$ cat src/hw/rtl/mrpq_pkg.sv
// types and constants shared by the monotone radix priority queue
`default_nettype none
package mrpq_pkg;

    localparam int unsigned ID_W   = 10;
    localparam int unsigned COST_W = 32;

    typedef enum logic [1:0] {
        MODE_INSERT   = 2'd0,
        MODE_DECREASE = 2'd1,
        MODE_EXTRACT  = 2'd2,
        MODE_CLEAR    = 2'd3
    } t_mode;

    typedef enum logic [1:0] {
        STAT_OK    = 2'd0,
        STAT_EMPTY = 2'd1,
        STAT_BELOW = 2'd2,
        STAT_BADID = 2'd3
    } t_status;

    typedef enum logic [2:0] {
        ST_INIT,
        ST_IDLE,
        ST_CHECK,
        ST_SCAN,
        ST_TAIL,
        ST_DELETE,
        ST_WIPE,
        ST_DONE
    } t_state;

    // controller to datapath
    typedef struct packed {
        logic load;
        logic check;
        logic scan;
        logic del;
        logic wipe;
        logic emit;
    } t_cmd;

    // datapath to controller
    typedef struct packed {
        logic count_zero;
        logic addr_last;
        logic out_free;
    } t_sts;

endpackage
`default_nettype wire

$ cat src/hw/rtl/mrpq_ctrl.sv
// sequencer for the priority queue operations
`default_nettype none
module mrpq_ctrl (
    input  wire logic            i_clk,
    input  wire logic            i_rst_n,
    input  wire logic            i_valid,
    input  wire logic [1:0]      i_mode,
    input  wire mrpq_pkg::t_sts  i_sts,
    output logic                 o_ready,
    output mrpq_pkg::t_cmd       o_cmd
);
    mrpq_pkg::t_state r_state, n_state;

    always_ff @(posedge i_clk) begin
        if (!i_rst_n) begin
            r_state <= mrpq_pkg::ST_INIT;
        end else begin
            r_state <= n_state;
        end
    end

    always_comb begin
        n_state = r_state;
        unique case (r_state)
            mrpq_pkg::ST_INIT: begin
                if (i_sts.addr_last) n_state = mrpq_pkg::ST_IDLE;
            end
            mrpq_pkg::ST_IDLE: begin
                if (i_valid) begin
                    unique case (mrpq_pkg::t_mode'(i_mode))
                        mrpq_pkg::MODE_INSERT,
                        mrpq_pkg::MODE_DECREASE: n_state = mrpq_pkg::ST_CHECK;
                        mrpq_pkg::MODE_EXTRACT:
                            n_state = i_sts.count_zero ? mrpq_pkg::ST_DONE
                                                       : mrpq_pkg::ST_SCAN;
                        mrpq_pkg::MODE_CLEAR:    n_state = mrpq_pkg::ST_WIPE;
                        default:                 n_state = mrpq_pkg::ST_DONE;
                    endcase
                end
            end
            mrpq_pkg::ST_CHECK:  n_state = mrpq_pkg::ST_DONE;
            mrpq_pkg::ST_SCAN: begin
                if (i_sts.addr_last) n_state = mrpq_pkg::ST_TAIL;
            end
            mrpq_pkg::ST_TAIL:   n_state = mrpq_pkg::ST_DELETE;
            mrpq_pkg::ST_DELETE: n_state = mrpq_pkg::ST_DONE;
            mrpq_pkg::ST_WIPE: begin
                if (i_sts.addr_last) n_state = mrpq_pkg::ST_DONE;
            end
            mrpq_pkg::ST_DONE: begin
                if (i_sts.out_free) n_state = mrpq_pkg::ST_IDLE;
            end
            default: n_state = mrpq_pkg::ST_INIT;
        endcase
    end

    always_comb begin
        o_cmd   = '0;
        o_ready = 1'b0;
        unique case (r_state)
            mrpq_pkg::ST_INIT:   o_cmd.wipe = 1'b1;
            mrpq_pkg::ST_IDLE: begin
                o_ready    = 1'b1;
                o_cmd.load = i_valid;
            end
            mrpq_pkg::ST_CHECK:  o_cmd.check = 1'b1;
            mrpq_pkg::ST_SCAN:   o_cmd.scan = 1'b1;
            mrpq_pkg::ST_TAIL:   o_cmd = '0;
            mrpq_pkg::ST_DELETE: o_cmd.del = 1'b1;
            mrpq_pkg::ST_WIPE:   o_cmd.wipe = 1'b1;
            mrpq_pkg::ST_DONE:   o_cmd.emit = i_sts.out_free;
            default:             o_cmd = '0;
        endcase
    end
endmodule
`default_nettype wire

$ cat config.mk
export PLATFORM = sky130hd
export DESIGN_NAME = mrpq_ctrl
export DESIGN_NICKNAME = d
export VERILOG_FILES = /design/src/hw/rtl/mrpq_pkg.sv /design/src/hw/rtl/mrpq_ctrl.sv
export SDC_FILE = /design/constraint.sdc
export NUM_CORES = 1
export LEC_CHECK = 0
export ABC_AREA = 0
export BUFFER_PORTS_ARGS = -buffer_cell sky130_fd_sc_hd__buf_2
export CORE_AREA = 2 2 39 41
export DETAILED_ROUTE_END_ITERATION = 8
export DIE_AREA = 0 0 41 43
export PLACE_DENSITY = 0.51
export SYNTH_ARGS = -nofsm -noshare
export SYNTH_HDL_FRONTEND = slang
export SYNTH_SLANG_ARGS = --single-unit
$ cat constraint.sdc
create_clock -name i_clk -period 1.34 [get_ports i_clk]
set_input_delay 0.067 -clock i_clk [delete_from_list [all_inputs] [get_ports i_clk]]
set_output_delay 0.067 -clock i_clk [all_outputs]
set_load 0.02 [all_outputs]
-- Word-level counts from Yosys, hierarchy flattened
Index checks and enable logic that the tools add are counted.
W data, S select, Z words.
- input bits: 8
- logic and storage cells: 37
- flip-flop bits (word level): 3
- output and inout bits: 7
- muxes and demuxes: 15
- reduce and logical (&&, ||, !) cells: 6
- equality and inequality tests: 15
- operators by type and width (kind ; number):
    $pmux W3 S7 ; 1
    $mux W3 ; 6
    $eq A3 B3 Y1 const B ; 4
    $ne A2 B2 Y1 const B ; 5
    $pmux W3 S3 ; 1
    $mux W1 ; 7
    $eq A3 B2 Y1 const B ; 2
    $reduce_or A2 Y1 ; 3
    $reduce_and A5 Y1 ; 1
    $eq A2 B2 Y1 const B ; 2
    $eq A3 B1 Y1 const B ; 1
    $logic_not A3 Y1 ; 1
    $eq A2 B1 Y1 const B ; 1
    $logic_not A2 Y1 ; 1

-- Logic depth before layout (Yosys ltp)
- depth in word-level cells: 5
- mapped depth: 5
- mapped depth without buffers: 4

-- Least setup slack after synthesis
No wires, ideal clock.
- kind: reg-to-output
- start: register r_state[2]
- end: output o_cmd[5] (netlist bit)
- arrival time: 1224 ps
- buffers on the path: 1
- required time: 1273 ps
- path slack: 49 ps
- stages on the path, launching flop included: 5
- path through: dfxtp_1 -> buf_6 -> nand2b_2 -> nor2_1 -> and2_1
- RTL lines (item ; line ; text):
    start: declaration ; mrpq_ctrl.sv:12 ; mrpq_pkg::t_state r_state, n_state;
    start signal: assignment ; mrpq_ctrl.sv:16 ; r_state <= mrpq_pkg::ST_INIT;
    start signal: assignment ; mrpq_ctrl.sv:18 ; r_state <= n_state;
    end: declaration ; mrpq_ctrl.sv:10 ; output mrpq_pkg::t_cmd o_cmd

==> impl_metrics.py <==
metrics = {
    "timing": {
        "hold_violations": 0,
        "rsz0062_at_grt": "no",
        "slew-limit-headroom_pct": 83.6,
        "fmax_mhz": 807,
        "finalSetupViolations": 0,
        "min_period_over_period_pct": 92.4,
        "tightest_slew_ns": 0.246,
        "tns_ns": 0,
        "whs_ns": 0.101,
        "clock_skew_ns": 0.00182,
        "min_period_ns": 1.24,
        "drv_slew": 0,
    },
    "final_layout": {
        "fin_cells": 69,
        "syn_to_final_growth_pct": 46.3,
        "largest_reg_flops": 3,
        "post-route-util_pct": 28.6,
        "n_antenna_cell": 0,
        "top_regs": "r_state: 3 flops",
        "layout.nets": 62,
        "regMostFlops": "r_state",
        "final_layout_size_suffix_gt1_share_pct": 52.8,
    },
    "clock_tree": {
        "cts_buffer_depth": 2,
        "tritoncts": "built",
        "cts.sinks": 3,
        "htree_levels": 1,
        "ctsRootBufferMaster": "clkbuf_4",
        "insertion_delay_ns": 0.23,
        "cts_buffers": 3,
        "clk_pin_slew_worst_paths_ns": 0.04,
        "hold_buffers": 0,
    },
    "global_routing": {
        "antenna_found_initial": 0,
        "grt_util_all_layers_pct": 9.84,
        "grt_pass1_wl_um": 1120,
        "overflow": 0,
        "grt_max_degree": 10,
        "first_global_vias": 298,
    },
    "synthesis": {
        "ys_warn_count": 0,
        "yosysSeqAreaShare_pct": 22.2,
        "syn_area_um2": 270,
        "netlist.area_leader.share_pct": 22.2,
        "synth_area_leaders": "dfxtp_1, buf_6, xor2_2",
        "syn_area_per_cell_um2": 7.95,
        "netlist-cell-type-count": 24,
        "yosys_most_used_dff": "dfxtp_1",
        "synth-edff-count": 0,
        "ys_ff_latch": 3,
        "yosysTopAreaCell": "dfxtp_1",
        "synth_cells": 34,
        "syn-num-nets": 42,
        "synth.most_common_cell": "nor2_1",
        "synth_commonest_cells": "nor2_1, dfxtp_1, inv_1, nand2_1, buf_6",
        "async_flop_share_pct": 0,
    },
    "setup_path": {
        "regToRegStartpoint": "r_state[1]",
        "cp_cell_sequence": "nand2b_2, nor2_1, and2_1, buf_2",
        "end_kind": "primary output",
        "cp.arrival_ns": 1.17,
        "cp_max_fo": 4,
        "setup.worst_path.start": "r_state[2]",
        "crit_slowest_cell": "dfxtp_2",
        "worstPathRequired_ns": 1.27,
        "cpPeakStageDelay_ns": 0.33,
        "start_kind": "flip-flop",
        "crit_type": "reg2out",
    },
    "placed_design": {
        "numPortBuffers": 14,
        "placedCellCount": 65,
        "gp_congestion": 0.743,
        "dp_hpwl_um": 573,
    },
    "detailed_routing": {
        "wl_met1_um": 292,
        "drtAntennaViolNets": 0,
        "routed.top_layer": "met3",
        "dr_wl_met3_um": 57,
        "finalWirelength_um": 665,
        "wl_met2_um": 316,
        "vias": 298,
        "wl_per_cell_um": 9.64,
        "drc": 0,
        "dr.first_iter.drc_count": 4,
        "dr.pass1.iters": 4,
        "via_per_inst": 4.32,
    },
    "pwr": {
        "ir_drop_mv": 0.419,
        "powerDensity_nw_per_um2": 1410,
        "p_leak_nw": 0.211,
        "p_total_w": 0.000557,
    },
    "flow_run": {
        "cap_viol_max_count": 0,
    },
    "worst_hold_path": {
        "hold_path_startpoint": "i_rst_n",
        "hold_class": "in2reg",
    },
    "floorplan": {
        "die_area_um2": 1760,
        "die_w_um": 41,
        "die_h_um": 43,
        "start_util_pct": 19.5,
        "io_pins": 15,
        "coreArea_um2": 1380,
        "rows": 14,
    },
    "status": {
        "status": "finished, final reports clean",
    },
}
-- cell usage in the layout (no fill, tap or decap), drive strengths merged --
master	count
nand3	1
buf	18
o22ai	1
o211ai	1
mux2i	1
clkbuf	4
inv	3
nor3b	1
o21ai	1
nand2b	1
o211a	1
nand2	3
nor2	4
o21a	1
dfxtp	3
and2	1
o221a	1
xor2	1
or2	1
nand4	1
nor3	1
o32ai	1
o311a	1
a21o	1
-- metrics by stage --
stage | instance area [µm²] | setup WS (ns)
after global placement | 363 | 0.00964
after CTS | 389 | 0.00421
after detailed placement | 363 | 0.0241
final | 395 | 0.101
after floorplan | 270 | 0.0485
after global routing | 395 | 0.00795
-- cell type report --
class	instances	area [µm²]
clock buffers	4	26.3
fillers	158	988
inverters	3	11.3
multi-input cells	25	171
flip-flops and latches	3	66.3
well taps	16	20.0
repair buffers	18	100
-- cell families after synthesis --
| group | count (synthesis) | share of synthesized area, % |
|---|---|---|
| and+or+nand+nor | 14 | 26.4 |
| AOI/OAI and AO/OA | 9 | 27.3 |
| buffers and inverters | 6 | 14.3 |
| DFF | 3 | 22.2 |
| xor gates and xnor gates | 1 | 6.02 |
| muxes | 1 | 3.70 |
-- routing by layer --
layer / GRT usage, % / up-vias
met5: 0 / -
li1: - / 156
met3: 4.19 / 0
met2: 13.4 / 14
met1: 11.3 / 128
met4: 8.00 / 0
-- final timing paths --
path	to	slack [ns]	depth (start not counted)
setup / recovery	o_cmd[5]	0.10	4
hold / removal	r_state[0]	0.10	2
setup reg to reg	r_state[0]	0.10	4
hold reg to reg	r_state[1]	0.63	2
-- power breakdown --
part / total, W / leakage [nW] / switching, W / internal [W]
Clock: 0.000155 / 0.0150 / 0.0000434 / 0.000111
Combinational: 0.000258 / 0.170 / 0.000136 / 0.000122
Sequential: 0.000144 / 0.0261 / 0.0000318 / 0.000113
-- worst max-delay path, delay by kind of cell (launching register included) --
family,cells,cell delay (ns)
and+or+nand+nor,3,0.45
buffers and inverters,1,0.15
DFF,1,0.33
-- repair_timing --
| item | in CTS | in global routing |
|---|---|---|
| setup buffers | 0 | 0 |
| endpoints found under the setup margin | 0 | 4 |
| resized for setup | 0 | 4 |
Note: power is estimated with default switching activity, not from simulation.
